==> config.mk <==
export PLATFORM = sky130hd
export DESIGN_NAME = bcd_clock_set_controller
export DESIGN_NICKNAME = d
export VERILOG_FILES = /design/src/rtl/bcs_pkg.sv /design/src/rtl/bcs_field_step.sv /design/src/rtl/bcs_rsp_stage.sv /design/src/rtl/bcd_clock_set_controller.sv
export SDC_FILE = /design/constraint.sdc
export NUM_CORES = 1
export LEC_CHECK = 0
export BUFFER_PORTS_ARGS = -buffer_cell sky130_fd_sc_hd__buf_4
export CAP_MARGIN = 20
export CORE_MARGIN = 1
export CORE_UTILIZATION = 45
export DETAILED_ROUTE_END_ITERATION = 8
export PLACE_DENSITY_LB_ADDON = 0.1
export SYNTH_ARGS = -nofsm -noshare
export SYNTH_HDL_FRONTEND = slang
export SYNTH_SLANG_ARGS = --single-unit
==> constraint.sdc <==
create_clock -name clock -period 5.35 [get_ports clock]
set_clock_uncertainty 0.15 [all_clocks]
set_input_delay 0.2675 -clock clock [delete_from_list [all_inputs] [get_ports clock]]
set_output_delay 0.2675 -clock clock [all_outputs]
set_load 0.02 [all_outputs]
==> src/rtl/bcs_pkg.sv <==
// Types, command codes and field limit tables shared by the clock set controller.
package bcs_pkg;

   localparam int FIELD_COUNT = 7;
   localparam int FIELD_IDX_W = $clog2(FIELD_COUNT);
   localparam int MODE_W      = 3;
   localparam int HALT_BIT    = 7;

   localparam logic [2:0] CMD_LOAD       = 3'd0;
   localparam logic [2:0] CMD_MENU_SHORT = 3'd1;
   localparam logic [2:0] CMD_MENU_LONG  = 3'd2;
   localparam logic [2:0] CMD_UP         = 3'd3;
   localparam logic [2:0] CMD_DOWN       = 3'd4;

   localparam logic [MODE_W-1:0] MODE_RUN  = 3'd0;
   localparam logic [MODE_W-1:0] MODE_LAST = 3'd7;

   localparam int FIDX_SECONDS = 0;
   localparam int FIDX_MINUTES = 1;
   localparam int FIDX_HOURS   = 2;
   localparam int FIDX_WEEKDAY = 3;
   localparam int FIDX_DATE    = 4;
   localparam int FIDX_MONTH   = 5;
   localparam int FIDX_YEAR    = 6;

   typedef struct packed {
      logic [2:0] command;
      logic [7:0] in_seconds;
      logic [6:0] in_minutes;
      logic [5:0] in_hours;
      logic [2:0] in_weekday;
      logic [5:0] in_date;
      logic [4:0] in_month;
      logic [7:0] in_year;
   } req_type;

   typedef struct packed {
      logic [2:0] mode_now;
      logic       commit;
      logic [7:0] out_seconds;
      logic [6:0] out_minutes;
      logic [5:0] out_hours;
      logic [2:0] out_weekday;
      logic [5:0] out_date;
      logic [4:0] out_month;
      logic [7:0] out_year;
   } rsp_type;

   typedef struct packed {
      logic [7:0] value;
      logic [7:0] lo;
      logic [7:0] hi;
      logic       down;
   } step_ctl_type;

   function automatic logic [7:0] field_min(input logic [FIELD_IDX_W-1:0] idx);
      logic [7:0] val;
      case (idx) inside
         3'd3, 3'd4, 3'd5, 3'd6: val = 8'h01;
         default: val = 8'h00;
      endcase
      return val;
   endfunction

   function automatic logic [7:0] field_max(input logic [FIELD_IDX_W-1:0] idx);
      logic [7:0] val;
      case (idx)
         3'd0: val = 8'h59;
         3'd1: val = 8'h59;
         3'd2: val = 8'h23;
         3'd3: val = 8'h07;
         3'd4: val = 8'h31;
         3'd5: val = 8'h12;
         3'd6: val = 8'h20;
         default: val = 8'h00;
      endcase
      return val;
   endfunction

   function automatic logic [7:0] field_default(input logic [FIELD_IDX_W-1:0] idx);
      logic [7:0] val;
      case (idx)
         3'd0: val = 8'h01;
         3'd1: val = 8'h40;
         3'd2: val = 8'h06;
         3'd3: val = 8'h03;
         3'd4: val = 8'h01;
         3'd5: val = 8'h12;
         3'd6: val = 8'h15;
         default: val = 8'h00;
      endcase
      return val;
   endfunction

endpackage

==> src/rtl/bcs_field_step.sv <==
// BCD up/down step of one clock field with wrap between its limits.
module bcs_field_step (
   input  bcs_pkg::step_ctl_type step_ctl,
   output logic [7:0]            step_out
);
   import bcs_pkg::*;

   always_comb begin
      if (step_ctl.down) begin
         if (step_ctl.value <= step_ctl.lo) begin
            step_out = step_ctl.hi;
         end else if (step_ctl.value[3:0] == 4'h0) begin
            step_out = step_ctl.value - 8'h07;
         end else begin
            step_out = step_ctl.value - 8'h01;
         end
      end else begin
         if (step_ctl.value >= step_ctl.hi) begin
            step_out = step_ctl.lo;
         end else if (step_ctl.value[3:0] == 4'h9) begin
            step_out = step_ctl.value + 8'h07;
         end else begin
            step_out = step_ctl.value + 8'h01;
         end
      end
   end

endmodule

==> src/rtl/bcs_rsp_stage.sv <==
// Result register with valid/stall handshake toward the consumer.
module bcs_rsp_stage (
   input  logic             clock,
   input  logic             reset,
   input  logic             load,
   input  bcs_pkg::rsp_type load_data,
   output logic             can_load,
   output logic             rsp_valid,
   input  logic             rsp_stall,
   output bcs_pkg::rsp_type rsp_payload
);
   import bcs_pkg::*;

   logic    rsp_valid_ff;
   logic    rsp_valid_in;
   rsp_type rsp_data_ff;

   assign can_load     = !rsp_valid_ff || !rsp_stall;
   assign rsp_valid_in = load || (rsp_valid_ff && rsp_stall);

   always_ff @(posedge clock) begin
      if (reset) begin
         rsp_valid_ff <= 1'b0;
      end else begin
         rsp_valid_ff <= rsp_valid_in;
      end
   end

   always_ff @(posedge clock) begin
      if (load) begin
         rsp_data_ff <= load_data;
      end
   end

   assign rsp_valid   = rsp_valid_ff;
   assign rsp_payload = rsp_data_ff;

endmodule

==> src/rtl/bcd_clock_set_controller.sv <==
// Top level of the BCD clock set controller: mode and field registers plus command decode.
// A request's result is registered and appears in the cycle after the request is accepted.
// Throughput: one request per cycle; req_stall rises only while the single result
// register holds a result that the consumer is stalling.
// Reset clears the setting mode and all seven fields to zero and drops any pending result.
module bcd_clock_set_controller (
   input  logic             clock,
   input  logic             reset,
   input  logic             req_valid,
   output logic             req_stall,
   input  bcs_pkg::req_type req_payload,
   output logic             rsp_valid,
   input  logic             rsp_stall,
   output bcs_pkg::rsp_type rsp_payload
);
   import bcs_pkg::*;

   logic [MODE_W-1:0]      mode_ff;
   logic [MODE_W-1:0]      mode_in;
   logic [7:0]             fields_ff [FIELD_COUNT];
   logic [7:0]             fields_in [FIELD_COUNT];
   logic                   commit_in;
   logic                   req_accept;
   logic                   can_load;
   logic [FIELD_IDX_W-1:0] sel_idx;
   logic [7:0]             sel_value;
   logic [7:0]             step_out;
   step_ctl_type           step_ctl;
   rsp_type                rsp_data;

   assign req_stall  = !can_load;
   assign req_accept = req_valid && can_load;
   assign sel_idx    = FIELD_IDX_W'(mode_ff - 3'd1);

   always_comb begin
      sel_value = '0;
      for (int i = 0; i < FIELD_COUNT; i++) begin
         if (sel_idx == FIELD_IDX_W'(i)) begin
            sel_value = fields_ff[i];
         end
      end
   end

   assign step_ctl.value = sel_value;
   assign step_ctl.lo    = field_min(sel_idx);
   assign step_ctl.hi    = field_max(sel_idx);
   assign step_ctl.down  = (req_payload.command == CMD_DOWN);

   bcs_field_step u_step (
      .step_ctl (step_ctl),
      .step_out (step_out)
   );

   always_comb begin
      mode_in   = mode_ff;
      fields_in = fields_ff;
      commit_in = 1'b0;
      unique case (req_payload.command) inside
         CMD_LOAD: begin
            if (mode_ff == MODE_RUN) begin
               if (req_payload.in_seconds[HALT_BIT]) begin
                  for (int i = 0; i < FIELD_COUNT; i++) begin
                     fields_in[i] = field_default(FIELD_IDX_W'(i));
                  end
                  commit_in = 1'b1;
               end else begin
                  fields_in[FIDX_SECONDS] = req_payload.in_seconds;
                  fields_in[FIDX_MINUTES] = {1'b0, req_payload.in_minutes};
                  fields_in[FIDX_HOURS]   = {2'b0, req_payload.in_hours};
                  fields_in[FIDX_WEEKDAY] = {5'b0, req_payload.in_weekday};
                  fields_in[FIDX_DATE]    = {2'b0, req_payload.in_date};
                  fields_in[FIDX_MONTH]   = {3'b0, req_payload.in_month};
                  fields_in[FIDX_YEAR]    = req_payload.in_year;
               end
            end
         end
         CMD_MENU_SHORT: begin
            if (mode_ff == MODE_LAST) begin
               mode_in   = MODE_RUN;
               commit_in = 1'b1;
            end else begin
               mode_in = mode_ff + 3'd1;
            end
         end
         CMD_MENU_LONG: begin
            mode_in = MODE_RUN;
         end
         CMD_UP, CMD_DOWN: begin
            if (mode_ff != MODE_RUN) begin
               for (int i = 0; i < FIELD_COUNT; i++) begin
                  if (sel_idx == FIELD_IDX_W'(i)) begin
                     fields_in[i] = step_out;
                  end
               end
            end
         end
         default: begin
         end
      endcase
   end

   always_ff @(posedge clock) begin
      if (reset) begin
         mode_ff <= MODE_RUN;
         for (int i = 0; i < FIELD_COUNT; i++) begin
            fields_ff[i] <= '0;
         end
      end else if (req_accept) begin
         mode_ff   <= mode_in;
         fields_ff <= fields_in;
      end
   end

   assign rsp_data.mode_now    = mode_in;
   assign rsp_data.commit      = commit_in;
   assign rsp_data.out_seconds = fields_in[FIDX_SECONDS];
   assign rsp_data.out_minutes = fields_in[FIDX_MINUTES][6:0];
   assign rsp_data.out_hours   = fields_in[FIDX_HOURS][5:0];
   assign rsp_data.out_weekday = fields_in[FIDX_WEEKDAY][2:0];
   assign rsp_data.out_date    = fields_in[FIDX_DATE][5:0];
   assign rsp_data.out_month   = fields_in[FIDX_MONTH][4:0];
   assign rsp_data.out_year    = fields_in[FIDX_YEAR];

   bcs_rsp_stage u_rsp_stage (
      .clock       (clock),
      .reset       (reset),
      .load        (req_accept),
      .load_data   (rsp_data),
      .can_load    (can_load),
      .rsp_valid   (rsp_valid),
      .rsp_stall   (rsp_stall),
      .rsp_payload (rsp_payload)
   );

   // A commit is only ever reported together with the running mode.
   a_commit_in_run: assert property (@(posedge clock) disable iff (reset)
      rsp_valid |-> (!rsp_payload.commit || rsp_payload.mode_now == MODE_RUN))
      else $error("commit reported outside the running mode");

   // Every accepted request leaves a result in the output register.
   a_accept_gives_rsp: assert property (@(posedge clock) disable iff (reset)
      req_accept |=> rsp_valid)
      else $error("accepted request produced no result");

   // The setting mode changes only when a request is accepted.
   a_mode_holds: assert property (@(posedge clock) disable iff (reset)
      !req_accept |=> $stable(mode_ff))
      else $error("setting mode changed without a request");

   // A short menu press below the last mode advances the mode by one.
   a_mode_advance: assert property (@(posedge clock) disable iff (reset)
      (req_accept && req_payload.command == CMD_MENU_SHORT && mode_ff != MODE_LAST)
      |=> (mode_ff == $past(mode_ff) + 3'd1))
      else $error("short menu press did not advance the mode");

endmodule
; ---- Word-level counts from Yosys, hierarchy flattened
; Index checks and enable logic that the tools add are counted.
[word_totals]
rom_bits = 0
word_cells = 102
latch_bits = 0
ramBits = 0
reg_bits = 107
n_memories = 0
input_bits = 50
[op_classes]
n_shift = 0
bitwise = 0
n_div = 0
n_addsub = 6
muxes = 31
n_reduce_logical = 21
n_mul = 0
order_cmp = 2
n_eq_ne = 19
[op_table]
columns = operator, n
row1 = $mux W8, 19
row2 = $mux W56, 2
row3 = $pmux W56 S2, 1
row4 = $mux W55, 1
row5 = $pmux W7 S6, 1
row6 = $reduce_and A5 Y1, 5
row7 = $eq A3 B3 Y1 const B, 5
row8 = $eq A3 B2 Y1 const B, 4
row9 = $ne A2 B2 Y1 const B, 6
row10 = $logic_not A3 Y1, 3
row11 = $add A8 B1 Y8 const B, 1
row12 = $add A8 B3 Y8 const B, 1
row13 = $ge A8 B7 Y1, 1
row14 = $le A8 B1 Y1, 1
row15 = $sub A8 B1 Y8 const B, 1
row16 = $sub A8 B3 Y8 const B, 1
row17 = $eq A3 B1 Y1 const B, 2
row18 = $pmux W3 S2, 1
row19 = $eq A4 B4 Y1 const B, 1
row20 = $logic_not A4 Y1, 1
row21 = $mux W1, 4
row22 = $reduce_or A2 Y1, 2
row23 = $reduce_or A4 Y1, 1
row24 = $add A3 B1 Y3 const B, 1
row25 = other kinds (9), 13

; ---- Logic depth before layout (Yosys ltp)
[logic_depth]
ltp_word = 16
depth_mapped = 20
mapped_depth_nobuf = 16

; ---- Cells and area by module
; From an unflattened synthesis, not the netlist that was laid out.
[unflattened]
cells_unflattened = 738
hier_area_um2 = 6881.6
[modules_own_cells]
columns = module, area_per_inst_um2, cells_each, instances, seq_area_each_um2
row1 = bcd_clock_set_controller, 4439.3, 561, 1, 1181.1
row2 = bcs_rsp_stage, 1443.9, 51, 1, 1431.4
row3 = bcs_field_step, 998.5, 126, 1, 0.0

; ---- Worst setup path before layout
; OpenSTA, ideal clock, no wires.
[synth_path]
path_kind = register -> register
startpoint = reg mode_ff[0]
endpoint = reg fields_ff[38] (netlist bit)
t_arrival_ns = 4.076
period_less_slack_ns = 4.327
setup_slack_ns = 1.023
stages_incl_launch_ff = 21
cell_sequence = dfxtp_1 inv_1 ha_1 buf_2 buf_4 buf_2 nand3b_1 a211oi_1 a21o_1 buf_4 inv_2 ha_1 nand2b_1 a21o_1 a211o_1 a21oi_1 nand3_1 clkbuf_1 nor3b_1 nor3_2 o41ai_1
[synth_via]
elab_chain_len = 16
word_cells_on_any_way = 41
classes_between = add/sub (5) / order compare (2) / eq/ne (10) / mux (17) / reduce/logical (7)
[synth_rtl]
columns = item, line_no
row1 = "start, declared", bcd_clock_set_controller.sv:18  ; logic [MODE_W-1:0] mode_ff;
row2 = "start signal, assigned", bcd_clock_set_controller.sv:109  ; mode_ff <= mode_in;
row3 = $sub A3 B1 Y3, bcd_clock_set_controller.sv:33  ; assign sel_idx = FIELD_IDX_W'(mode_ff - 3'd1);
row4 = $logic_not A3 Y1, "bcs_pkg.sv:67, bcd_clock_set_controller.sv:38"
row5 = $mux W8 (7 in a row), bcd_clock_set_controller.sv:38  ; if (sel_idx == FIELD_IDX_W'(i)) begin
row6 = "$add A8 B1 Y8, or another cell as far along", bcs_field_step.sv:23  ; step_out = step_ctl.value + 8'h01;
row7 = $mux W8 (on tied branches), "bcs_field_step.sv:20, bcs_field_step.sv:12"
row8 = $mux W8 (on tied branches), "bcs_field_step.sv:18, bcs_field_step.sv:10"
row9 = $mux W8, bcs_field_step.sv:9  ; if (step_ctl.down) begin
row10 = $mux W8, bcd_clock_set_controller.sv:91  ; if (sel_idx == FIELD_IDX_W'(i)) begin
row11 = $mux W56, bcd_clock_set_controller.sv:89  ; if (mode_ff != MODE_RUN) begin
row12 = $pmux W56 S2, bcd_clock_set_controller.sv:58  ; unique case (req_payload.command) inside
row13 = "end signal, assigned", bcd_clock_set_controller.sv:110  ; fields_ff <= fields_in;
row14 = "end, declared", bcd_clock_set_controller.sv:20  ; logic [7:0] fields_ff [FIELD_COUNT];
; Parallel ways exist; a longest one is shown, timed or not. The select of a mux whose other input is x is not followed.
; A chain may end at the register's enable or synchronous reset.

; ---- Worst setup path after layout
[layout_path]
startpoint = reg mode_ff[0]
endpoint = reg fields_ff[55] (netlist bit)
[layout_via]
elab_chain_len = 16
word_cells_on_any_way = 38
classes_between = add/sub (5) / order compare (2) / eq/ne (7) / mux (18) / reduce/logical (6)
[layout_rtl]
columns = item, line_no
row1 = $sub A3 B1 Y3, bcd_clock_set_controller.sv:33
row2 = $logic_not A3 Y1, "bcs_pkg.sv:67, bcd_clock_set_controller.sv:38, bcd_clock_set_controller.sv:91"
row3 = $mux W8 (7 in a row), bcd_clock_set_controller.sv:38
row4 = "$add A8 B1 Y8, or another cell as far along", bcs_field_step.sv:23
row5 = $mux W8 (on tied branches), "bcs_field_step.sv:20, bcs_field_step.sv:12"
row6 = $mux W8 (on tied branches), "bcs_field_step.sv:18, bcs_field_step.sv:10"
row7 = $mux W8, bcs_field_step.sv:9
row8 = $mux W8, bcd_clock_set_controller.sv:91
row9 = $mux W56, bcd_clock_set_controller.sv:89
row10 = $pmux W56 S2 (*), bcd_clock_set_controller.sv:58
; Mark *: on every way between the ends. The rest lies on a longest branch, timed or not. The select of a mux whose other input is x is not followed.

==> flow_metrics.tcl <==
set metrics [dict create \
    grt_usage_pct 31.9 \
    area_growth_syn_to_layout_pct 19.0 \
    swShare_pct 30.1 \
    synth_top_area_cell "edfxtp_1" \
    cts.repair.resized 0 \
    synth_ff_type "dfxtp_1" \
    drt_iter0_drc 828 \
    required_ns 5.50 \
    port-buffer-count 98 \
    cp-end-kind "register" \
    die_x_um 122 \
    power.switching_mw 0.614 \
    wl_per_cell_um 22.7 \
    cp.arrival_ns 5.10 \
    pwr-share-clk_pct 35.3 \
    p_leak_nw 3.05 \
    grt_first_pass_wirelength_um 35000 \
    clock-sinks 107 \
    clk_pin_slew_ns 0.08 \
    final_area_um2 7720 \
    ys_seq_elements 107 \
    remaining_drc_errors 0 \
    fp.dieH_um 122 \
    synth_cells 769 \
    hp-class "input pin to register" \
    diodes 0 \
    maxCapViolations 0 \
    vias_per_cell 6.37 \
    async_reset_ff_share_pct 0 \
    p_per_area_nw_per_um2 264 \
    synth.distinct_cells 72 \
    fin_ws_ns 0.407 \
    grt_max_degree 85 \
    synth.area.top_cells "edfxtp_1 (22%), dfxtp_1 (19%), o21ai_0 (6.6%), a21oi_1 (5.1%), nand2_1 (4.6%)" \
    cts_max_level 3 \
    first_pass_iters 5 \
    vdd_drop_max_uv 146 \
    grt_setup_unrepaired "no" \
    cts.path.max_buffers 2 \
    outcome "finished clean" \
    seq_area_frac_synth_pct 40.3 \
    rrSetupSlack_ns 0.41 \
    grt_overflow_total 0 \
    drive_above_1_share_pct 19.2 \
    cts_buffers 9 \
    period_share_pct 92.4 \
    grt_pass1_vias 5920 \
    ys_top_cells_by_count "o21ai_0 (86), nand2_1 (79), a21oi_1 (66)" \
    critPathKind "register to register" \
    fmax_mhz 202 \
    startpoint "mode_ff[0]" \
    maxSlewHeadroom_pct 43.9 \
    finalSetupViolCount 0 \
    critical_path.startpoint_type "register" \
    synth.top_cell.area_share_pct 21.7 \
    avgSynthCellArea_um2 8.44 \
    p_seq_share_pct 45.9 \
    wl_um 23500 \
    syn_nets 837 \
    p_int_mw 1.42 \
    via_count 6573 \
    num_io_pins 99 \
    drv_slew 0 \
    critical_path_peak_fanout 16 \
    fin_nets 915 \
    netlist_area_um2 6490 \
    hpwl_um 16800 \
    core_um2 14000 \
    dp_slack_ns 0.452 \
    r2r_start "mode_ff[0]" \
    globalplace.congestion 0.927 \
    min_period_ns 4.94 \
    pwr-share-comb_pct 18.8 \
    clk_latency_ns 0.37 \
    dieArea_um2 14900 \
    setup_tns_ns 0 \
    rows 43 \
    cts_root_buffer "clkbuf_16" \
    hold_start "req_payload[8]" \
    synth_edf_count 47 \
    hold_violations 0 \
    cts_tree "done" \
    antenna_found_initial 0 \
    worst_slew_pin_slew_ns 0.841 \
    synth_most_common_cell "o21ai_0" \
    yosysWarnings 0 \
    ant_nets 0 \
    start_util_pct 46.4 \
    placed_cell_area_um2 7400 \
]
-- metal layers --
layer	global-route usage, %	share of wire [%]
met5	0	0
met2	46.9	44
met1	44.2	43
met3	6.98	9.1
met4	15.2	4.0
-- worst paths after layout --
check / to / depth (start not counted)
worst max-delay path: fields_ff[55] / 15
worst max register to register: fields_ff[55] / 15
worst min-delay path: u_rsp_stage.rsp_payload[8] / 3
worst min register to register: fields_ff[30] / 2
-- state kept, by name, summed over array words and instances (netlist names) --
| name | count |
|---|---|
| fields_ff | 56 |
| u_rsp_stage.rsp_valid | 1 |
| u_rsp_stage.rsp_payload | 47 |
| mode_ff | 3 |
-- power groups by stage --
stage / sequential [mW] / clock, mW / combinational, mW
4_1_cts: 0.934 / 0.725 / 0.378
6_report: 0.934 / 0.720 / 0.383
3_3_place_gp: 0.951 / 0 / 0.374
2_1_floorplan: 0.979 / 0 / 0.192
5_1_grt: 0.939 / 0.751 / 0.412
3_5_place_dp: 0.952 / 0 / 0.375
-- per-stage QoR --
step | hold slack, ns | total power, mW | utilization [%] | instances
global placement | 0.284 | 1.33 | 52.9 | 1015
detailed placement | 0.287 | 1.33 | 52.9 | 1015
global route | 0.0628 | 2.10 | 55.2 | 1032
floorplan | 0.242 | 1.17 | - | 769
CTS | 0.0500 | 2.04 | 55.2 | 1032
finish | 0.0543 | 2.04 | 55.2 | 1032
-- timing repair --
action / CTS / global route
hold endpoints to repair: 1 / 0
buffers inserted: 0 / 0
hold buffers: 1 / 0
-- cell usage in the layout, fill, tap and decap left out, types with 5 or more instances in the layout --
master / n
a211oi_1: 7
a21o_1: 9
a21oi_1: 66
a22oi_1: 18
a31oi_1: 30
a32oi_1: 6
and3_1: 7
buf_4: 121
clkbuf_16: 9
dfxtp_1: 60
edfxtp_1: 47
ha_1: 18
inv_1: 29
inv_2: 6
nand2_1: 79
nand2b_1: 9
nand3_1: 15
nand3b_1: 14
nand4_1: 6
nor2_1: 55
nor2b_1: 10
nor3_1: 12
o211ai_1: 9
o21a_1: 10
o21ai_0: 86
o31ai_1: 13
o32a_1: 5
o32ai_1: 5
-- kinds of logic (layout without fill, tap and decap cells) --
logic type,Yosys count,after routing,share of synthesized area (%)
AND/OR/NAND/NOR,236,236,18.0
flip-flops,107,107,40.3
AO/OA/AOI/OAI,309,309,31.1
buffers and inverters,92,175,5.88
multiplexers,1,1,0.154
adder cells (fa/ha/maj),18,18,3.47
XOR/XNOR,6,6,1.10
-- critical path, stage by stage (launching register included) --
cell and delay, ns:
dfxtp_1 0.46, inv_1 0.12, ha_1 0.33, xnor2_4 0.57
o31ai_1 0.19, o22ai_2 0.47, nand4_1 0.21, ha_1 0.37
inv_1 0.06, a2111oi_0 0.05, a311o_1 0.39, a21o_1 0.28
or4_1 0.44, a21oi_2 0.43, o211ai_1 0.17, a21oi_1 0.18
-- cell type report --
type,count,area [µm²]
timing repair buffer,123,938
multi-input combinational,570,3500
clock inverter,6,83.8
fill,1285,6260
clock buffer,10,229
tap,180,225
sequential,107,2610
inverter,36,138
(Power assumes the default switching activity.)
